`config.mk`:
```
export PLATFORM = sky130hd
export DESIGN_NAME = loop_packet_receiver_crc16
export DESIGN_NICKNAME = d
export VERILOG_FILES = /design/src/hdl/lpr_pkg.sv /design/src/hdl/lpr_frame_core.sv /design/src/hdl/loop_packet_receiver_crc16.sv
export SDC_FILE = /design/constraint.sdc
export NUM_CORES = 1
export LEC_CHECK = 0
export ABC_AREA = 1
export BUFFER_PORTS_ARGS = -buffer_cell sky130_fd_sc_hd__buf_4
export CAP_MARGIN = 20
export CORE_MARGIN = 3
export CORE_UTILIZATION = 45
export DETAILED_ROUTE_END_ITERATION = 6
export HOLD_SLACK_MARGIN = 0.08
export PLACE_DENSITY_LB_ADDON = 0.12
export REMOVE_ABC_BUFFERS = 1
export SETUP_SLACK_MARGIN = 0.4
export SLEW_MARGIN = 20
export SYNTH_ARGS = -nofsm -noshare
export SYNTH_HDL_FRONTEND = slang
export SYNTH_HIERARCHICAL = 1
export SYNTH_SLANG_ARGS = --single-unit
```
`constraint.sdc`:
```
create_clock -name clk -period 5.75 [get_ports clk]
set_input_delay 0.575 -clock clk [delete_from_list [all_inputs] [get_ports clk]]
set_output_delay 0.575 -clock clk [all_outputs]
set_load 0.1 [all_outputs]
```
`src/hdl/lpr_pkg.sv`:
```
// package for the loop packet receiver: codes, result type, crc and trend helpers
package lpr_pkg;

    localparam int COUNT_W  = 7;
    localparam int NUM_CAPT = 18;
    localparam int SLOT_W   = 5;

    localparam logic [7:0]  ACK_BYTE  = 8'h06;
    localparam logic [15:0] CRC_POLY  = 16'h1021;
    localparam logic [15:0] CRC_INIT  = 16'h0000;
    localparam logic [COUNT_W-1:0] TREND_POS = 7'd4;

    // trend byte codes, read as signed: -60, -20, 0, 20, 60
    localparam logic [7:0] TREND_CODE_FALL_FAST = 8'hC4;
    localparam logic [7:0] TREND_CODE_FALL_SLOW = 8'hEC;
    localparam logic [7:0] TREND_CODE_STEADY    = 8'h00;
    localparam logic [7:0] TREND_CODE_RISE_SLOW = 8'h14;
    localparam logic [7:0] TREND_CODE_RISE_FAST = 8'h3C;

    typedef enum logic [1:0] {
        STATUS_OK      = 2'd0,
        STATUS_CRC_ERR = 2'd1,
        STATUS_NO_ACK  = 2'd2
    } status_t;

    typedef enum logic [2:0] {
        TREND_UNKNOWN   = 3'd0,
        TREND_FALL_FAST = 3'd1,
        TREND_FALL_SLOW = 3'd2,
        TREND_STEADY    = 3'd3,
        TREND_RISE_SLOW = 3'd4,
        TREND_RISE_FAST = 3'd5
    } trend_t;

    typedef struct packed {
        status_t            status;
        trend_t             pressure_trend;
        logic [15:0]        barometer_raw;
        logic signed [15:0] inside_temp_raw;
        logic [7:0]         inside_humidity;
        logic signed [15:0] outside_temp_raw;
        logic [7:0]         wind_speed_raw;
        logic [15:0]        wind_direction_raw;
        logic signed [15:0] dew_point_raw;
        logic [7:0]         outside_humidity;
        logic [15:0]        rain_rate_raw;
        logic [7:0]         uv_index_raw;
    } result_t;

    typedef struct packed {
        logic              hit;
        logic [SLOT_W-1:0] idx;
    } slot_t;

    // crc-16/xmodem, one byte msb first
    function automatic logic [15:0] crc_byte(input logic [15:0] crc, input logic [7:0] b);
        logic [15:0] c;
        c = crc ^ {b, 8'h00};
        for (int i = 0; i < 8; i++) begin
            if (c[15])
                c = {c[14:0], 1'b0} ^ CRC_POLY;
            else
                c = {c[14:0], 1'b0};
        end
        return c;
    endfunction

    function automatic trend_t decode_trend(input logic [7:0] t);
        trend_t r;
        case (t)
            TREND_CODE_FALL_FAST: r = TREND_FALL_FAST;
            TREND_CODE_FALL_SLOW: r = TREND_FALL_SLOW;
            TREND_CODE_STEADY:    r = TREND_STEADY;
            TREND_CODE_RISE_SLOW: r = TREND_RISE_SLOW;
            TREND_CODE_RISE_FAST: r = TREND_RISE_FAST;
            default:              r = TREND_UNKNOWN;
        endcase
        return r;
    endfunction

    // frame position to capture store slot
    function automatic slot_t capture_slot(input logic [COUNT_W-1:0] pos);
        slot_t s;
        s.hit = 1'b1;
        case (pos) inside
            [7'd8:7'd18]:  s.idx = SLOT_W'(pos - 7'd8);
            [7'd31:7'd34]: s.idx = SLOT_W'(pos - 7'd20);
            [7'd42:7'd44]: s.idx = SLOT_W'(pos - 7'd27);
            default:
            begin
                s.hit = 1'b0;
                s.idx = '0;
            end
        endcase
        return s;
    endfunction

endpackage

```
`src/hdl/lpr_frame_core.sv`:
```
// frame tracker: byte position, running crc, field capture and result assembly
module lpr_frame_core #(
    parameter int FRAME_BYTES = 100
) (
    input  logic              clk,
    input  logic              rst_n,
    input  logic [7:0]        byte_in,
    input  logic              step,
    output logic              emit,
    output lpr_pkg::result_t  result
);

    localparam logic [lpr_pkg::COUNT_W-1:0] LAST_POS = lpr_pkg::COUNT_W'(FRAME_BYTES - 1);

    logic [lpr_pkg::COUNT_W-1:0] count_reg, count_next;
    logic [15:0]                 crc_reg, crc_next;
    logic [7:0]                  trend_reg;
    logic [7:0]                  cap_reg [lpr_pkg::NUM_CAPT];
    logic [15:0]                 crc_upd;
    lpr_pkg::slot_t              slot;
    logic                        at_start;
    logic                        no_ack;
    logic                        at_last;

    assign at_start = (count_reg == '0);
    assign no_ack   = at_start && (byte_in != lpr_pkg::ACK_BYTE);
    assign at_last  = (count_reg == LAST_POS);
    assign crc_upd  = lpr_pkg::crc_byte(crc_reg, byte_in);
    assign slot     = lpr_pkg::capture_slot(count_reg);
    assign emit     = no_ack || (!at_start && at_last);

    always_comb
    begin
        count_next = count_reg;
        crc_next   = crc_reg;
        if (step) begin
            if (at_start) begin
                crc_next   = lpr_pkg::CRC_INIT;
                count_next = no_ack ? '0 : lpr_pkg::COUNT_W'(1);
            end else if (at_last) begin
                crc_next   = lpr_pkg::CRC_INIT;
                count_next = '0;
            end else begin
                crc_next   = crc_upd;
                count_next = count_reg + lpr_pkg::COUNT_W'(1);
            end
        end
    end

    always_ff @(posedge clk or negedge rst_n)
    begin
        if (!rst_n) begin
            count_reg <= '0;
            crc_reg   <= lpr_pkg::CRC_INIT;
        end else begin
            count_reg <= count_next;
            crc_reg   <= crc_next;
        end
    end

    // capture store, no reset: every entry is rewritten each frame
    always_ff @(posedge clk)
    begin
        if (step && !at_start) begin
            if (count_reg == lpr_pkg::TREND_POS)
                trend_reg <= byte_in;
            if (slot.hit)
                cap_reg[slot.idx] <= byte_in;
        end
    end

    always_comb
    begin
        result = '0;
        if (no_ack) begin
            result.status = lpr_pkg::STATUS_NO_ACK;
        end else begin
            result.status = (crc_upd == 16'h0000) ? lpr_pkg::STATUS_OK
                                                  : lpr_pkg::STATUS_CRC_ERR;
            result.pressure_trend     = lpr_pkg::decode_trend(trend_reg);
            result.barometer_raw      = {cap_reg[1], cap_reg[0]};
            result.inside_temp_raw    = {cap_reg[3], cap_reg[2]};
            result.inside_humidity    = cap_reg[4];
            result.outside_temp_raw   = {cap_reg[6], cap_reg[5]};
            result.wind_speed_raw     = cap_reg[7];
            result.wind_direction_raw = {cap_reg[10], cap_reg[9]};
            result.dew_point_raw      = {cap_reg[12], cap_reg[11]};
            result.outside_humidity   = cap_reg[14];
            result.rain_rate_raw      = {cap_reg[16], cap_reg[15]};
            result.uv_index_raw       = cap_reg[17];
        end
    end

`ifndef NO_ASSERTIONS
    a_count_in_frame: assert property (@(posedge clk) disable iff (!rst_n)
        count_reg <= LAST_POS)
        else $error("byte position past frame end");

    a_no_ack_result: assert property (@(posedge clk) disable iff (!rst_n)
        (step && at_start && byte_in != lpr_pkg::ACK_BYTE) |->
            (emit && result.status == lpr_pkg::STATUS_NO_ACK))
        else $error("missing ack gave no no-ack result");

    a_restart_after_result: assert property (@(posedge clk) disable iff (!rst_n)
        (step && emit) |=> (count_reg == '0 && crc_reg == lpr_pkg::CRC_INIT))
        else $error("frame did not restart after result");

    a_ack_advances: assert property (@(posedge clk) disable iff (!rst_n)
        (step && at_start && byte_in == lpr_pkg::ACK_BYTE) |=>
            (count_reg == lpr_pkg::COUNT_W'(1)))
        else $error("ack did not start frame");
`endif

endmodule

```
`src/hdl/loop_packet_receiver_crc16.sv`:
```
// top level of the loop packet receiver with crc-16/xmodem check
// the last byte passes the input stage, then its result is held in the output stage
// throughput: one byte per cycle when not stalled; the crc update is combinational
// stalls: only a held result with out_ready low backs up into in_ready
// reset: rst_n async active low clears byte position, crc and both valid flags
module loop_packet_receiver_crc16 #(
    parameter int FRAME_BYTES = 100
) (
    input  logic               clk,
    input  logic               rst_n,
    input  logic               in_valid,
    output logic               in_ready,
    input  logic [7:0]         rx_byte,
    output logic               out_valid,
    input  logic               out_ready,
    output logic [1:0]         status,
    output logic [2:0]         pressure_trend,
    output logic [15:0]        barometer_raw,
    output logic signed [15:0] inside_temp_raw,
    output logic [7:0]         inside_humidity,
    output logic signed [15:0] outside_temp_raw,
    output logic [7:0]         wind_speed_raw,
    output logic [15:0]        wind_direction_raw,
    output logic signed [15:0] dew_point_raw,
    output logic [7:0]         outside_humidity,
    output logic [15:0]        rain_rate_raw,
    output logic [7:0]         uv_index_raw
);

    // input stage: one received byte waiting to be processed
    logic             stage_valid_reg, stage_valid_next;
    logic [7:0]       stage_byte_reg;

    // output stage: one finished result waiting to be taken
    logic             out_valid_reg, out_valid_next;
    lpr_pkg::result_t out_res_reg;

    logic             emit;
    lpr_pkg::result_t result;
    logic             out_space;
    logic             advance;

    // a byte moves on when it makes no result or the result slot is free
    assign out_space = !out_valid_reg || out_ready;
    assign advance   = stage_valid_reg && (!emit || out_space);
    assign in_ready  = !stage_valid_reg || advance;

    lpr_frame_core #(
        .FRAME_BYTES (FRAME_BYTES)
    ) u_core (
        .clk     (clk),
        .rst_n   (rst_n),
        .byte_in (stage_byte_reg),
        .step    (advance),
        .emit    (emit),
        .result  (result)
    );

    always_comb
    begin
        stage_valid_next = stage_valid_reg;
        if (in_ready)
            stage_valid_next = in_valid;
    end

    always_comb
    begin
        out_valid_next = out_valid_reg;
        if (out_space)
            out_valid_next = advance && emit;
    end

    always_ff @(posedge clk or negedge rst_n)
    begin
        if (!rst_n) begin
            stage_valid_reg <= 1'b0;
            out_valid_reg   <= 1'b0;
        end else begin
            stage_valid_reg <= stage_valid_next;
            out_valid_reg   <= out_valid_next;
        end
    end

    // payload registers, no reset needed
    always_ff @(posedge clk)
    begin
        if (in_valid && in_ready)
            stage_byte_reg <= rx_byte;
        if (out_space && advance && emit)
            out_res_reg <= result;
    end

    assign out_valid          = out_valid_reg;
    assign status             = out_res_reg.status;
    assign pressure_trend     = out_res_reg.pressure_trend;
    assign barometer_raw      = out_res_reg.barometer_raw;
    assign inside_temp_raw    = out_res_reg.inside_temp_raw;
    assign inside_humidity    = out_res_reg.inside_humidity;
    assign outside_temp_raw   = out_res_reg.outside_temp_raw;
    assign wind_speed_raw     = out_res_reg.wind_speed_raw;
    assign wind_direction_raw = out_res_reg.wind_direction_raw;
    assign dew_point_raw      = out_res_reg.dew_point_raw;
    assign outside_humidity   = out_res_reg.outside_humidity;
    assign rain_rate_raw      = out_res_reg.rain_rate_raw;
    assign uv_index_raw       = out_res_reg.uv_index_raw;

endmodule
```
==> reports/qor.tcl <==
set qor(wl_per_cell_um) 16.6
set qor(finalWirelength_um) 23200
set qor(drtAntennaViolNets) 0
set qor(cts-root-buf) {sky130_fd_sc_hd__clkbuf_16}
set qor(timing_worst_slew_pin_value_ps) 899
set qor(drc_errors) 0
set qor(initial_core_util_pct) 46.2
set qor(worstSkewPairLatency_ps) 540
set qor(clock_tree_from_tritoncts) {yes}
set qor(path_delay_family) {simple AND/OR/NAND/NOR gates}
set qor(worst_path_most_repeated_cell) {sky130_fd_sc_hd__nand2_1}
set qor(syn-instance-count) 880
set qor(placement_rows) 58
set qor(cts.sinks) 302
set qor(drt-initial-drc-count) 493
set qor(antenna_found_initial) 0
set qor(synthTopCellsByArea) {sky130_fd_sc_hd__edfxtp_1 71%, sky130_fd_sc_hd__inv_1 5.7%, sky130_fd_sc_hd__nor2_1 5.5%}
set qor(outcome) {finished clean}
set qor(share_of_post_route_cells_with_drive_strength_above_1_pct) 21.2
set qor(cp_max_fo) 25
set qor(final_net_count) 1065
set qor(numCtsBuffers) 30
set qor(cp_num_cells) 13
set qor(timing.critical_path.cells) {nor4_1 > nand4_1 > nand2_1 > nand2_1 > nand3_1 > nand2_1 > inv_1 > nand2_1 > inv_1 > o21ai_0 > nor2_2 > nand2_2 > nor2_1}
set qor(final_critical_period_ps) 4140
set qor(largest_register_ff_count) 128
set qor(crit_arrival_ps) 4300
set qor(worst-path-buf-inv) 2
set qor(dr_vias) 6483
set qor(start_kind) {register}
set qor(viasPerCell) 4.65
set qor(r2r_cells) 13
set qor(endpoint_kind) {register}
set qor(synth.distinct_cells) 35
set qor(post_cts_resize_count) 0
set qor(max_cap_viol_count) 0
set qor(dieArea_um2) 28000
set qor(cp_data_required_time_ps) 5910
set qor(clk_path_buf_depth) 3
set qor(grt_pass1_vias) 6550
set qor(timing.final.crit_share_pct) 71.9
set qor(totalNegativeSetupSlack_ps) 0
set qor(final_setup_fails) 0
set qor(class_of_the_tightest_hold_or_removal_check) {primary input to register}
set qor(synthesis_stage_register_bit_count) 302
set qor(detail_route.first_pass.iterations) 5
set qor(track_usage_pct) 16.3
set qor(crit_path_max_incr_delay_ps) 750
set qor(grt.overflow.total) 0
set qor(place.port_buffers) 146
set qor(final.setup_skew_ps) 17.9
set qor(hold_depth) 1
set qor(synth_top_area_share_pct) 70.9
set qor(cpMaxStageDelayCell) {sky130_fd_sc_hd__edfxtp_1}
set qor(syn2layout_area_growth_pct) 20.0
set qor(grt_pass1_wl_um) 36400
set qor(slew-limit-headroom_pct) 40.1
set qor(hold_violations) 0
set qor(detailedPlacementHpwl_um) 15300
set qor(timing.final.max_slew_violations) 0
set qor(ys_warn_count) 6
set qor(rsz_0062_raised_after_global_routing) {false}
set qor(synth_top_cell_by_area) {sky130_fd_sc_hd__edfxtp_1}
set qor(syn_area_per_cell_um2) 13.3
set qor(synth_sequential_area_ratio_pct) 76.2
set qor(design.portCount) 147
set qor(cts_htree_levels) 1
set qor(fmax_mhz) 242
set qor(cts_clock_pin_slew_for_the_worst_setup_and_hold_paths_ps) 60
set qor(globalplace.congestion) 0.850
set qor(timing.setup.critical_path_class) {register to register}
set qor(antenna_cells_inserted) 0
set qor(floorplan.core_area_um2) 25400
set qor(die-width_um) 167
set qor(largest_net_degree_at_the_start_of_global_routing) 77
set qor(synthesis.area_um2) 11700
set qor(fp.dieH_um) 167
cell families (layout without fill, tap and decap cells):
| kind of cell | after synthesis | in the layout | synth area share, % |
|---|---|---|---|
| buffers and inverters | 207 | 391 | 7.58 |
| AND/OR/NAND/NOR | 298 | 298 | 10.9 |
| adder cells (fa/ha/maj) | 13 | 13 | 1.39 |
| XOR/XNOR | 26 | 26 | 2.01 |
| AO/OA/AOI/OAI | 34 | 34 | 1.86 |
| flip-flops | 302 | 302 | 76.2 |
worst paths after layout:
check	from	to	slack [ps]
hold reg to reg	u_core/cap_reg[15][1]	rain_rate_raw[1]	550
max in group asynchronous	rst_n	u_core/count_reg[2]	5000
min in group asynchronous	rst_n	u_core/crc_reg[2]	480
setup / recovery	stage_byte_reg[6]	u_core/cap_reg[10][2]	1610
hold / removal	rx_byte[5]	stage_byte_reg[5]	220
setup reg to reg	stage_byte_reg[6]	u_core/cap_reg[10][2]	1610
area by class of cell:
cell class                      count  area, µm²
Clock buffer                       36        795
Multi-Input combinational cell    371       1900
Timing Repair Buffer              150       1140
Sequential cell                   302       8940
Inverter                          185        704
Fill cell                        2165      11300
Tap cell                          330        413
Clock inverter                     20        183
synth_stat cells:
library cell                number
sky130_fd_sc_hd__a21oi_1         2
sky130_fd_sc_hd__a21oi_2         2
sky130_fd_sc_hd__and3_1          1
sky130_fd_sc_hd__buf_2           5
sky130_fd_sc_hd__buf_4           1
sky130_fd_sc_hd__buf_6          13
sky130_fd_sc_hd__clkbuf_1        3
sky130_fd_sc_hd__dfrtp_1        25
sky130_fd_sc_hd__edfxtp_1      277
sky130_fd_sc_hd__ha_1           13
sky130_fd_sc_hd__inv_1         179
sky130_fd_sc_hd__inv_2           5
sky130_fd_sc_hd__inv_6           1
sky130_fd_sc_hd__nand2_1        73
sky130_fd_sc_hd__nand2_2         4
sky130_fd_sc_hd__nand2_4         3
sky130_fd_sc_hd__nand3_1        24
sky130_fd_sc_hd__nand3_2         6
sky130_fd_sc_hd__nand3_4         1
sky130_fd_sc_hd__nand4_1         6
sky130_fd_sc_hd__nand4_2         1
sky130_fd_sc_hd__nor2_1        171
sky130_fd_sc_hd__nor2_2          4
sky130_fd_sc_hd__nor2_4          1
sky130_fd_sc_hd__nor3_1          1
sky130_fd_sc_hd__nor4_1          2
sky130_fd_sc_hd__o2111ai_1       1
sky130_fd_sc_hd__o21ai_0         5
sky130_fd_sc_hd__o21ai_1         1
sky130_fd_sc_hd__o21ai_2         1
sky130_fd_sc_hd__o21bai_2        1
sky130_fd_sc_hd__o22ai_1        21
sky130_fd_sc_hd__xnor2_1        11
sky130_fd_sc_hd__xnor2_2         1
sky130_fd_sc_hd__xor2_1         14
layout by cell type (no fill, tap or decap), types with 2 or more instances in the layout:
cell type / n
sky130_fd_sc_hd__o22ai_1: 21
sky130_fd_sc_hd__inv_4: 2
sky130_fd_sc_hd__nor2_1: 171
sky130_fd_sc_hd__nand3_1: 24
sky130_fd_sc_hd__clkbuf_1: 5
sky130_fd_sc_hd__inv_6: 2
sky130_fd_sc_hd__bufinv_16: 3
sky130_fd_sc_hd__nand3_2: 6
sky130_fd_sc_hd__inv_2: 4
sky130_fd_sc_hd__nor4_1: 2
sky130_fd_sc_hd__nand2_1: 73
sky130_fd_sc_hd__nand2_4: 3
sky130_fd_sc_hd__o21ai_0: 5
sky130_fd_sc_hd__nor2_2: 4
sky130_fd_sc_hd__clkinv_2: 7
sky130_fd_sc_hd__clkinv_1: 6
sky130_fd_sc_hd__nand2_2: 4
sky130_fd_sc_hd__edfxtp_1: 277
sky130_fd_sc_hd__xnor2_1: 11
sky130_fd_sc_hd__a21oi_2: 2
sky130_fd_sc_hd__nand4_1: 6
sky130_fd_sc_hd__buf_4: 148
sky130_fd_sc_hd__xor2_1: 14
sky130_fd_sc_hd__inv_1: 178
sky130_fd_sc_hd__clkbuf_16: 31
sky130_fd_sc_hd__clkinvlp_4: 2
sky130_fd_sc_hd__dfrtp_1: 25
sky130_fd_sc_hd__a21oi_1: 2
sky130_fd_sc_hd__ha_1: 13
through the flow:
step | hold WS [ps] | utilization (%) | cells | worst slack (ps) | instance area [µm²]
after floorplan | 279 | - | 858 | 1300 | 11500
after global placement | 507 | 51.5 | 1337 | 1680 | 13100
after detailed placement | 508 | 51.5 | 1337 | 1590 | 13100
after CTS | 193 | 55.4 | 1394 | 1560 | 14100
after global routing | 195 | 55.4 | 1394 | 1250 | 14100
final | 218 | 55.4 | 1394 | 1610 | 14100
metal layers:
layer	GRT usage, %	wire, µm	vias up
met2	26.6	11300	150
met3	2.57	1050	32
met1	23.4	10500	3108
met4	3.49	330	0
li1	-	-	3193
met5	0	0	-
what timing repair did:
item / in CTS / in global routing
hold buffers: 1 / 0
buffers inserted: 0 / 0
endpoints found under the hold margin: 25 / 0
setup endpoints to repair: 0 / 0
Power is not shown: default switching activity piles up to over one toggle a cycle in this logic, so the estimate is an artifact.
